File: src/rtl/integer_to_radix_ascii_unit_defines.svh
// ---------------------------------------------------------------------------
// Assertion macros for the integer to radix ASCII unit
// Shared forms for concurrent checks on the rising clock edge.
// ---------------------------------------------------------------------------
`ifndef INTEGER_TO_RADIX_ASCII_UNIT_DEFINES_SVH
`define INTEGER_TO_RADIX_ASCII_UNIT_DEFINES_SVH

// The consequent must hold in the same cycle as the antecedent.
`define ITRA_ASSERT_SAME(label, clk, rst_n, ante, cons, msg) \
    label: assert property (@(posedge clk) disable iff (!rst_n) (ante) |-> (cons)) \
        else $error(msg);

// The consequent must hold in the cycle after the antecedent.
`define ITRA_ASSERT_NEXT(label, clk, rst_n, ante, cons, msg) \
    label: assert property (@(posedge clk) disable iff (!rst_n) (ante) |=> (cons)) \
        else $error(msg);

`endif

File: src/rtl/itra_pkg.sv
// ---------------------------------------------------------------------------
// Integer to radix ASCII package
// Widths, character codes and the controller/datapath command types.
// ---------------------------------------------------------------------------
package itra_pkg;

    localparam int VALUE_W        = 63;
    localparam int RADIX_W        = 5;
    localparam int CHAR_W         = 7;
    localparam int DIGIT_W        = 4;
    localparam int WORK_W         = 64;
    localparam int BITS_PER_STEP  = 4;
    localparam int DIV_STEPS      = WORK_W / BITS_PER_STEP;
    localparam int STEP_W         = $clog2(DIV_STEPS);
    localparam int DEF_MAX_DIGITS = 64;
    localparam int RESULT_LIMIT   = 63;

    localparam logic [RADIX_W-1:0] RADIX_MIN = 5'd2;
    localparam logic [RADIX_W-1:0] RADIX_MAX = 5'd16;

    localparam logic [CHAR_W-1:0] CHAR_ZERO = 7'h30;
    localparam logic [CHAR_W-1:0] CHAR_NINE = 7'h39;
    localparam logic [CHAR_W-1:0] CHAR_A    = 7'h41;
    localparam logic [CHAR_W-1:0] CHAR_F    = 7'h46;
    localparam logic [CHAR_W-1:0] CHAR_NONE = 7'h00;

    typedef struct packed {
        logic load_item;
        logic div_step;
        logic store_digit;
        logic start_emit;
        logic emit_load;
        logic err_load;
    } itra_cmd_t;

    typedef struct packed {
        logic radix_ok;
        logic step_last;
        logic quot_zero;
        logic count_full;
        logic ptr_zero;
        logic out_free;
    } itra_status_t;

    function automatic logic [CHAR_W-1:0] digit_to_char(input logic [DIGIT_W-1:0] d);
        logic [CHAR_W-1:0] ext;
        ext = {{(CHAR_W-DIGIT_W){1'b0}}, d};
        if (d < 4'd10)
        begin
            return CHAR_ZERO + ext;
        end
        return CHAR_A + ext - 7'd10;
    endfunction

endpackage

File: src/rtl/itra_if.sv
// ---------------------------------------------------------------------------
// Integer to radix ASCII channels
// Valid/ready interfaces for the input number and the output characters.
// ---------------------------------------------------------------------------
interface itra_in_if;
    import itra_pkg::*;

    logic               valid;
    logic               ready;
    logic [VALUE_W-1:0] value;
    logic [RADIX_W-1:0] radix;

    modport source (output valid, output value, output radix, input ready);
    modport sink   (input valid, input value, input radix, output ready);
endinterface

interface itra_out_if;
    import itra_pkg::*;

    logic              valid;
    logic              ready;
    logic [CHAR_W-1:0] char_code;
    logic              last;
    logic              bad_base;

    modport source (output valid, output char_code, output last, output bad_base,
                    input ready);
    modport sink   (input valid, input char_code, input last, input bad_base,
                    output ready);
endinterface

File: src/rtl/itra_ctrl.sv
// ---------------------------------------------------------------------------
// Integer to radix ASCII controller
// Sequences division passes, digit storage and character output.
// ---------------------------------------------------------------------------
module itra_ctrl (
    input  logic                 clk,
    input  logic                 rst_n,
    input  logic                 in_valid,
    output logic                 in_ready,
    input  itra_pkg::itra_status_t status,
    output itra_pkg::itra_cmd_t    cmd
);
    import itra_pkg::*;

    localparam logic [2:0] S_IDLE = 3'd0;
    localparam logic [2:0] S_DIV  = 3'd1;
    localparam logic [2:0] S_CHK  = 3'd2;
    localparam logic [2:0] S_RD   = 3'd3;
    localparam logic [2:0] S_LD   = 3'd4;
    localparam logic [2:0] S_ERR  = 3'd5;

    logic [2:0] state_reg;
    logic [2:0] state_next;

    always_comb
    begin
        state_next = state_reg;
        cmd        = '0;
        in_ready   = 1'b0;
        case (state_reg)
            S_IDLE:
            begin
                in_ready = 1'b1;
                if (in_valid)
                begin
                    if (status.radix_ok)
                    begin
                        cmd.load_item = 1'b1;
                        state_next    = S_DIV;
                    end
                    else
                    begin
                        state_next = S_ERR;
                    end
                end
            end
            S_DIV:
            begin
                cmd.div_step = 1'b1;
                if (status.step_last)
                begin
                    state_next = S_CHK;
                end
            end
            S_CHK:
            begin
                cmd.store_digit = 1'b1;
                if (status.quot_zero || status.count_full)
                begin
                    cmd.start_emit = 1'b1;
                    state_next     = S_RD;
                end
                else
                begin
                    state_next = S_DIV;
                end
            end
            S_RD:
            begin
                state_next = S_LD;
            end
            S_LD:
            begin
                if (status.out_free)
                begin
                    cmd.emit_load = 1'b1;
                    state_next    = status.ptr_zero ? S_IDLE : S_RD;
                end
            end
            S_ERR:
            begin
                if (status.out_free)
                begin
                    cmd.err_load = 1'b1;
                    state_next   = S_IDLE;
                end
            end
            default:
            begin
                state_next = S_IDLE;
            end
        endcase
    end

    always_ff @(posedge clk or negedge rst_n)
    begin
        if (!rst_n)
        begin
            state_reg <= S_IDLE;
        end
        else
        begin
            state_reg <= state_next;
        end
    end

endmodule

File: src/rtl/itra_datapath.sv
// ---------------------------------------------------------------------------
// Integer to radix ASCII datapath
// Four-bit-per-cycle divider, digit memory and output register.
// ---------------------------------------------------------------------------
module itra_datapath #(
    parameter int MAX_DIGITS = itra_pkg::DEF_MAX_DIGITS
) (
    input  logic                          clk,
    input  logic                          rst_n,
    input  logic [itra_pkg::VALUE_W-1:0]  value,
    input  logic [itra_pkg::RADIX_W-1:0]  radix,
    input  itra_pkg::itra_cmd_t           cmd,
    output itra_pkg::itra_status_t        status,
    itra_out_if.source                    dout
);
    import itra_pkg::*;

    localparam int LIMIT = (MAX_DIGITS < RESULT_LIMIT) ? MAX_DIGITS : RESULT_LIMIT;
    localparam int AW    = $clog2(MAX_DIGITS);
    localparam int CW    = $clog2(LIMIT + 1);

    logic [WORK_W-1:0]  work_reg;
    logic [WORK_W-1:0]  work_next;
    logic [DIGIT_W-1:0] rem_reg;
    logic [DIGIT_W-1:0] rem_next;
    logic [RADIX_W-1:0] radix_reg;
    logic [STEP_W-1:0]  step_reg;
    logic [CW-1:0]      count_reg;
    logic [AW-1:0]      ptr_reg;
    logic [DIGIT_W-1:0] rd_reg;
    logic [DIGIT_W-1:0] digit_mem [MAX_DIGITS];

    logic              out_valid_reg;
    logic [CHAR_W-1:0] char_reg;
    logic              last_reg;
    logic              bad_reg;
    logic              radix_in_range;

    always_comb
    begin
        logic [DIGIT_W:0]   trial;
        logic [DIGIT_W-1:0] r;
        logic [WORK_W-1:0]  w;
        r = rem_reg;
        w = work_reg;
        for (int i = 0; i < BITS_PER_STEP; i++)
        begin
            trial = {r, w[WORK_W-1]};
            w     = {w[WORK_W-2:0], 1'b0};
            if (trial >= radix_reg)
            begin
                trial = trial - radix_reg;
                w[0]  = 1'b1;
            end
            r = trial[DIGIT_W-1:0];
        end
        rem_next  = r;
        work_next = w;
    end

    always_comb
    begin
        radix_in_range = radix inside {[RADIX_MIN:RADIX_MAX]};
    end

    assign status.radix_ok   = radix_in_range;
    assign status.step_last  = (step_reg == STEP_W'(DIV_STEPS - 1));
    assign status.quot_zero  = (work_reg == '0);
    assign status.count_full = (count_reg == CW'(LIMIT - 1));
    assign status.ptr_zero   = (ptr_reg == '0);
    assign status.out_free   = !out_valid_reg || dout.ready;

    always_ff @(posedge clk or negedge rst_n)
    begin
        if (!rst_n)
        begin
            step_reg      <= '0;
            count_reg     <= '0;
            out_valid_reg <= 1'b0;
        end
        else
        begin
            if (cmd.load_item)
            begin
                step_reg  <= '0;
                count_reg <= '0;
            end
            else
            begin
                if (cmd.div_step)
                begin
                    step_reg <= step_reg + 1'b1;
                end
                if (cmd.store_digit)
                begin
                    count_reg <= count_reg + 1'b1;
                end
            end
            if (cmd.emit_load || cmd.err_load)
            begin
                out_valid_reg <= 1'b1;
            end
            else if (dout.ready)
            begin
                out_valid_reg <= 1'b0;
            end
        end
    end

    always_ff @(posedge clk)
    begin
        if (cmd.load_item)
        begin
            work_reg  <= {{(WORK_W-VALUE_W){1'b0}}, value};
            rem_reg   <= '0;
            radix_reg <= radix;
        end
        else if (cmd.div_step)
        begin
            work_reg <= work_next;
            rem_reg  <= rem_next;
        end
        else if (cmd.store_digit)
        begin
            rem_reg <= '0;
        end
        if (cmd.store_digit)
        begin
            digit_mem[count_reg[AW-1:0]] <= rem_reg;
        end
        rd_reg <= digit_mem[ptr_reg];
        if (cmd.start_emit)
        begin
            ptr_reg <= count_reg[AW-1:0];
        end
        else if (cmd.emit_load)
        begin
            ptr_reg <= ptr_reg - 1'b1;
        end
        if (cmd.emit_load)
        begin
            char_reg <= digit_to_char(rd_reg);
            last_reg <= (ptr_reg == '0);
            bad_reg  <= 1'b0;
        end
        else if (cmd.err_load)
        begin
            char_reg <= CHAR_NONE;
            last_reg <= 1'b1;
            bad_reg  <= 1'b1;
        end
    end

    assign dout.valid     = out_valid_reg;
    assign dout.char_code = char_reg;
    assign dout.last      = last_reg;
    assign dout.bad_base  = bad_reg;

endmodule

File: src/rtl/integer_to_radix_ascii_unit.sv
// ---------------------------------------------------------------------------
// Integer to radix ASCII unit
// Converts a non-negative integer to ASCII digits in a base from 2 to 16.
// ---------------------------------------------------------------------------
//  Channel  Direction  Payload                        Transfer
//  din      in         value[62:0], radix[4:0]        one number
//  dout     out        char_code[6:0], last, bad_base one character
//
// Each digit is found in 16 passes of the shared divider, which retires four
// quotient bits a cycle, followed by a step that stores the remainder.
// Output then reads each digit from memory and loads its character into the
// output register, waiting under back-pressure; a bad base loads one marker.
// A new number is accepted only when the previous one has been fully handed
// to the output register. Reset returns the controller to idle at once.
// ---------------------------------------------------------------------------
`include "integer_to_radix_ascii_unit_defines.svh"

module integer_to_radix_ascii_unit #(
    parameter int MAX_DIGITS = itra_pkg::DEF_MAX_DIGITS
) (
    input  logic       clk,
    input  logic       rst_n,
    itra_in_if.sink    din,
    itra_out_if.source dout
);
    import itra_pkg::*;

    itra_cmd_t    cmd;
    itra_status_t status;
    logic         in_ready;

    itra_ctrl u_ctrl (
        .clk      (clk),
        .rst_n    (rst_n),
        .in_valid (din.valid),
        .in_ready (in_ready),
        .status   (status),
        .cmd      (cmd)
    );

    itra_datapath #(
        .MAX_DIGITS (MAX_DIGITS)
    ) u_datapath (
        .clk    (clk),
        .rst_n  (rst_n),
        .value  (din.value),
        .radix  (din.radix),
        .cmd    (cmd),
        .status (status),
        .dout   (dout)
    );

    assign din.ready = in_ready;

    `ITRA_ASSERT_SAME(a_bad_base_form, clk, rst_n, dout.valid && dout.bad_base, dout.last && (dout.char_code == CHAR_NONE), "bad base result is malformed")

    `ITRA_ASSERT_SAME(a_char_range, clk, rst_n, dout.valid && !dout.bad_base, ((dout.char_code >= CHAR_ZERO) && (dout.char_code <= CHAR_NINE)) || ((dout.char_code >= CHAR_A) && (dout.char_code <= CHAR_F)), "character outside digit set")

    `ITRA_ASSERT_NEXT(a_busy_after_accept, clk, rst_n, din.valid && din.ready, !din.ready, "input accepted while a number is in progress")

endmodule
File: src/flat_wrapper.sv
// flat-port wrapper written by rule: the top's interface ports become plain ports
module integer_to_radix_ascii_unit_flat import itra_pkg::*;
#(
    parameter int MAX_DIGITS = itra_pkg::DEF_MAX_DIGITS
)
  (clk, rst_n, din_valid, din_value, din_radix, din_ready, dout_valid, dout_char_code, dout_last, dout_bad_base, dout_ready);
  itra_in_if din_i ();
  itra_out_if dout_i ();
  input  logic clk;
  input  logic rst_n;
  input wire logic [$bits(din_i.valid)-1:0] din_valid;
  input wire logic [$bits(din_i.value)-1:0] din_value;
  input wire logic [$bits(din_i.radix)-1:0] din_radix;
  output wire logic [$bits(din_i.ready)-1:0] din_ready;
  output wire logic [$bits(dout_i.valid)-1:0] dout_valid;
  output wire logic [$bits(dout_i.char_code)-1:0] dout_char_code;
  output wire logic [$bits(dout_i.last)-1:0] dout_last;
  output wire logic [$bits(dout_i.bad_base)-1:0] dout_bad_base;
  input wire logic [$bits(dout_i.ready)-1:0] dout_ready;
  assign din_i.valid = din_valid;
  assign din_i.value = din_value;
  assign din_i.radix = din_radix;
  assign din_ready = din_i.ready;
  assign dout_valid = dout_i.valid;
  assign dout_char_code = dout_i.char_code;
  assign dout_last = dout_i.last;
  assign dout_bad_base = dout_i.bad_base;
  assign dout_i.ready = dout_ready;
  integer_to_radix_ascii_unit #(.MAX_DIGITS(MAX_DIGITS)) u_core (.clk(clk), .rst_n(rst_n), .din(din_i), .dout(dout_i));
endmodule
File: config.mk
export PLATFORM = sky130hd
export DESIGN_NAME = integer_to_radix_ascii_unit_flat
export DESIGN_NICKNAME = d
export VERILOG_FILES = /design/src/rtl/itra_pkg.sv /design/src/rtl/itra_if.sv /design/src/rtl/itra_ctrl.sv /design/src/rtl/itra_datapath.sv /design/src/rtl/integer_to_radix_ascii_unit.sv /design/src/flat_wrapper.sv
export VERILOG_INCLUDE_DIRS = /design/src /design/src/rtl
export SDC_FILE = /design/constraint.sdc
export NUM_CORES = 1
export LEC_CHECK = 0
export BUFFER_PORTS_ARGS = -buffer_cell sky130_fd_sc_hd__buf_4
export CAP_MARGIN = 5
export CORE_ASPECT_RATIO = 1.1
export CORE_MARGIN = 5
export CORE_UTILIZATION = 30
export DETAILED_ROUTE_END_ITERATION = 6
export HOLD_SLACK_MARGIN = 0.08
export PLACE_DENSITY = 0.56
export SKIP_LAST_GASP = 1
export SLEW_MARGIN = 20
export SYNTH_ARGS = -nofsm -noshare
export SYNTH_HDL_FRONTEND = slang
export SYNTH_SLANG_ARGS = --single-unit
File: constraint.sdc
create_clock -name clk -period 16 [get_ports clk]
set_clock_uncertainty 0.15 [all_clocks]
set_input_delay 2.4 -clock clk [delete_from_list [all_inputs] [get_ports clk]]
set_output_delay 2.4 -clock clk [all_outputs]
set_load 0.1 [all_outputs]
==> results.txt <==
* Status: complete, but fails checks
* Violations in the final reports: design-rule violations
- Leaving out fill and tap cells, the most frequent cell in the layout is sky130_fd_sc_hd__edfxtp_1.
- The synthesized design devotes to its leading area cell type 64.00% of total area.
* Detailed Route WL: 35970 um
- Vias: 9211
* RSZ-0062 raised after global routing: false
* End-of-flow core utilization: 34.93%
* Buffers inserted by post-CTS timing repair: 0
- In the routed design, unresolved DRC markers number 1.
* Number of synthesized register bits: 362
- Tightest slew margin relative to the limit: 24.60%
* Post-synthesis average cell area: 14.27 sq um
* Core Rows: 88
- Port buffer count: 82
* Height of the chip: 251.1 um
- Via count of the first global-routing pass: 9463
- The count of nets left with antenna violations once routing finished came out at 0.
- In the final layout, the share of cells above drive strength 1 is 19.19%.
- Largest cells by area after synthesis: sky130_fd_sc_hd__edfxtp_1 (64%), sky130_fd_sc_hd__mux4_2 (8.5%), sky130_fd_sc_hd__nand2_1 (5.1%), sky130_fd_sc_hd__nor2_1 (2.6%), sky130_fd_sc_hd__dfrtp_1 (2.2%)
- Seq/Total Area, Yosys: 67.47%
- Root Buffer: sky130_fd_sc_hd__clkbuf_16
* P_leak: 6.485 nW
* Commonest cells after routing, fill and taps aside: sky130_fd_sc_hd__edfxtp_1 (338), sky130_fd_sc_hd__nand2_1 (214), sky130_fd_sc_hd__nor2_1 (111), sky130_fd_sc_hd__buf_4 (95), sky130_fd_sc_hd__mux4_2 (60)
- The largest total area in the synthesized netlist belongs to sky130_fd_sc_hd__edfxtp_1.
- Dominant synthesized flop cell: sky130_fd_sc_hd__edfxtp_1
- Max-cap check violation count: 0
- The synthesized design contains 338 enable-type register cells.
* Clock buffers created by TritonCTS: 39
- The clock drives 362 sinks.
* Std-Cell Core Area: 0.05241 sq mm
* Critical Path Fanout Max: 68
* Clk buf depth: 3
- TritonCTS clock tree: built
- GR Util All Layers: 12.25%
- Clock-pin slew was measured on the worst setup and hold paths at 60 ps.
- Final nets: 1293
* Horiz. Die Dim: 229.2 um
* Final Cell Area: 0.01831 sq mm
- Total negative slack for setup checks: 0 ps
- Initial antenna violation count: 0
- Layout area overhead: 15.44%
* Number of diodes: 0
- Yosys printed 0 warnings.
* 1st-iter DRT viols: 701
- Minimum clock period after layout: 5941 ps
* Via/cell ratio: 4.876
* Worst Setup Path Type: register to register
* H-tree lvl count: 2
- For the pin with the worst max-slew slack, the measured transition is 1127 ps.
- Overflow after GRT: 0
- Quantity of gates resized following cts: 0
- After technology mapping, the gate count stands at 1111.
* Class of the worst hold path: register to register
* Pin count of the biggest net entering global routing: 69
- The placed instances occupy a cell area of 0.01715 sq mm.
- Max frequency: 0.1683 GHz
- For the worst setup path, the data required time is 16250 ps.
- In the final routed layout, each cell accounts on average for 19.04 um.
* Detailed-placement wirelength estimate: 23930 um
- The congestion estimate from routability-driven global placement came to 0.8130.
- Startpoint Class: register
* Flip-flop count of the largest register, all copies and words added: 256
- Final hold analysis gives a worst-case slack of 347.8 ps.
* Hold Violations, Final: 0
- Largest voltage drop on the vdd net: 0.09893 mV
- Category of the worst setup path capture point: register
- Fill cells in the final layout number 5069.
- Fraction of registers with async set/reset: 3.867%
- WP data arrival: 6190 ps
* I/O pin cnt: 83
* CTS hold repair buffers: 0
- Non-filler instance count after layout: 1889
- Setup slack, reg-to-reg: 10060 ps
- Counting every net in the synthesized netlist gives 1213.
- The initial utilization of the core area, before any placement, comes to 30.26%.
- Post-synthesis cell type count: 63
* Final setup violation count: 0
- Final clock period utilization by the worst path: 37.13%
- Final slew viol count: 0
* Post-synthesis cell area: 0.01586 sq mm
- Iteration count of the initial detailed-routing pass: 7
- Clock latency reported for the late side of the worst-skew pair: 540 ps
- Number of placed cells counting well taps: 1825
* Area of the die: 0.05757 sq mm
* Pwr Density: 182.6 mW/mm^2
* Wire length of the first global-routing pass: 55690 um
-- through the flow --
stage               setup slack [ps]  power (mW)
finish                         10060       3.343
global route                    9549       3.547
CTS                            10030       3.376
detailed placement             10050       2.539
global placement               10280       2.513
floorplan                      10210       2.242
-- synth_stat cells (all sizes together), types with 5 or more instances --
cell type / n
o21ai: 13
xnor2: 13
mux2i: 27
a22oi: 6
nor4: 17
nor2b: 8
or3: 5
mux4: 60
or2: 7
a21o: 9
clkbuf: 28
nor2: 111
nand4: 9
nor3: 11
ha: 26
a31oi: 8
nand2b: 10
buf: 28
nand3: 19
dfrtp: 14
a21oi: 33
edfxtp: 338
dfxtp: 10
nand2: 215
xor2: 8
inv: 23
mux2: 8
-- final timing paths --
check,startpoint,cells past startpoint,to
worst max-delay path,u_core.u_datapath.rem_reg[0],23,u_core.u_datapath.rem_reg[2]
worst min-delay path,u_core.u_datapath.dout.bad_base,1,u_core.u_datapath.dout.bad_base
worst max register to register,u_core.u_datapath.rem_reg[0],23,u_core.u_datapath.rem_reg[2]
worst min register to register,u_core.u_datapath.dout.bad_base,1,u_core.u_datapath.dout.bad_base
max in group asynchronous,rst_n,1,u_core.u_datapath.count_reg[0]
min in group asynchronous,rst_n,1,u_core.u_datapath.step_reg[3]
-- logic make-up after synthesis --
family / synth area share (%)
simple gates: 11.45
flops: 67.47
compound gates: 4.142
mux: 10.89
buf+inv: 2.335
fa+ha+maj: 2.556
xor+xnor: 1.160
-- power by group --
group / internal [mW] / switching (mW)
clock network: 0.477 / 0.356
registers: 1.30 / 0.0980
logic: 0.423 / 0.692
total: 2.20 / 1.15
-- worst max-delay path, stage by stage, from the launching register on --
cell and delay (ps):
sky130_fd_sc_hd__dfxtp_2 310, sky130_fd_sc_hd__buf_4 560, sky130_fd_sc_hd__ha_1 370, sky130_fd_sc_hd__and2_4 150, sky130_fd_sc_hd__a21oi_2 170, sky130_fd_sc_hd__o21ai_2 120, sky130_fd_sc_hd__mux2_4 330, sky130_fd_sc_hd__ha_1 350
sky130_fd_sc_hd__nand2_1 70, sky130_fd_sc_hd__o21ai_0 310, sky130_fd_sc_hd__a31o_2 280, sky130_fd_sc_hd__mux2i_1 260, sky130_fd_sc_hd__ha_1 310, sky130_fd_sc_hd__a21o_1 170, sky130_fd_sc_hd__a31oi_1 180, sky130_fd_sc_hd__o21ai_2 160
sky130_fd_sc_hd__o21a_1 210, sky130_fd_sc_hd__ha_1 350, sky130_fd_sc_hd__a21o_1 140, sky130_fd_sc_hd__a31oi_1 40, sky130_fd_sc_hd__o21ai_1 450, sky130_fd_sc_hd__nor2_1 130, sky130_fd_sc_hd__o211ai_1 110, sky130_fd_sc_hd__a31oi_1 100
-- area by class of cell --
cell class | instances | area, sq um | share of cell area (%)
well taps | 675 | 844.6 | 4.613
inverters | 25 | 93.84 | 0.5126
clock buffers | 45 | 998.5 | 5.454
clock inverters | 19 | 156.4 | 0.8543
flip-flops and latches | 362 | 10710 | 58.47
repair buffers | 95 | 713.2 | 3.896
multi-input cells | 668 | 4796 | 26.20
-- layer usage --
| layer | up-vias | global-route usage (%) | share of wire (%) |
|---|---|---|---|
| met4 | 0 | 3.076 | 1.7 |
| met3 | 48 | 2.496 | 6.7 |
| met1 | 4583 | 16.86 | 44 |
| met2 | 280 | 20.07 | 47 |
| li1 | 4300 | - | - |
| met5 | - | 0 | 0 |
Power figures use the tool's default switching activity.
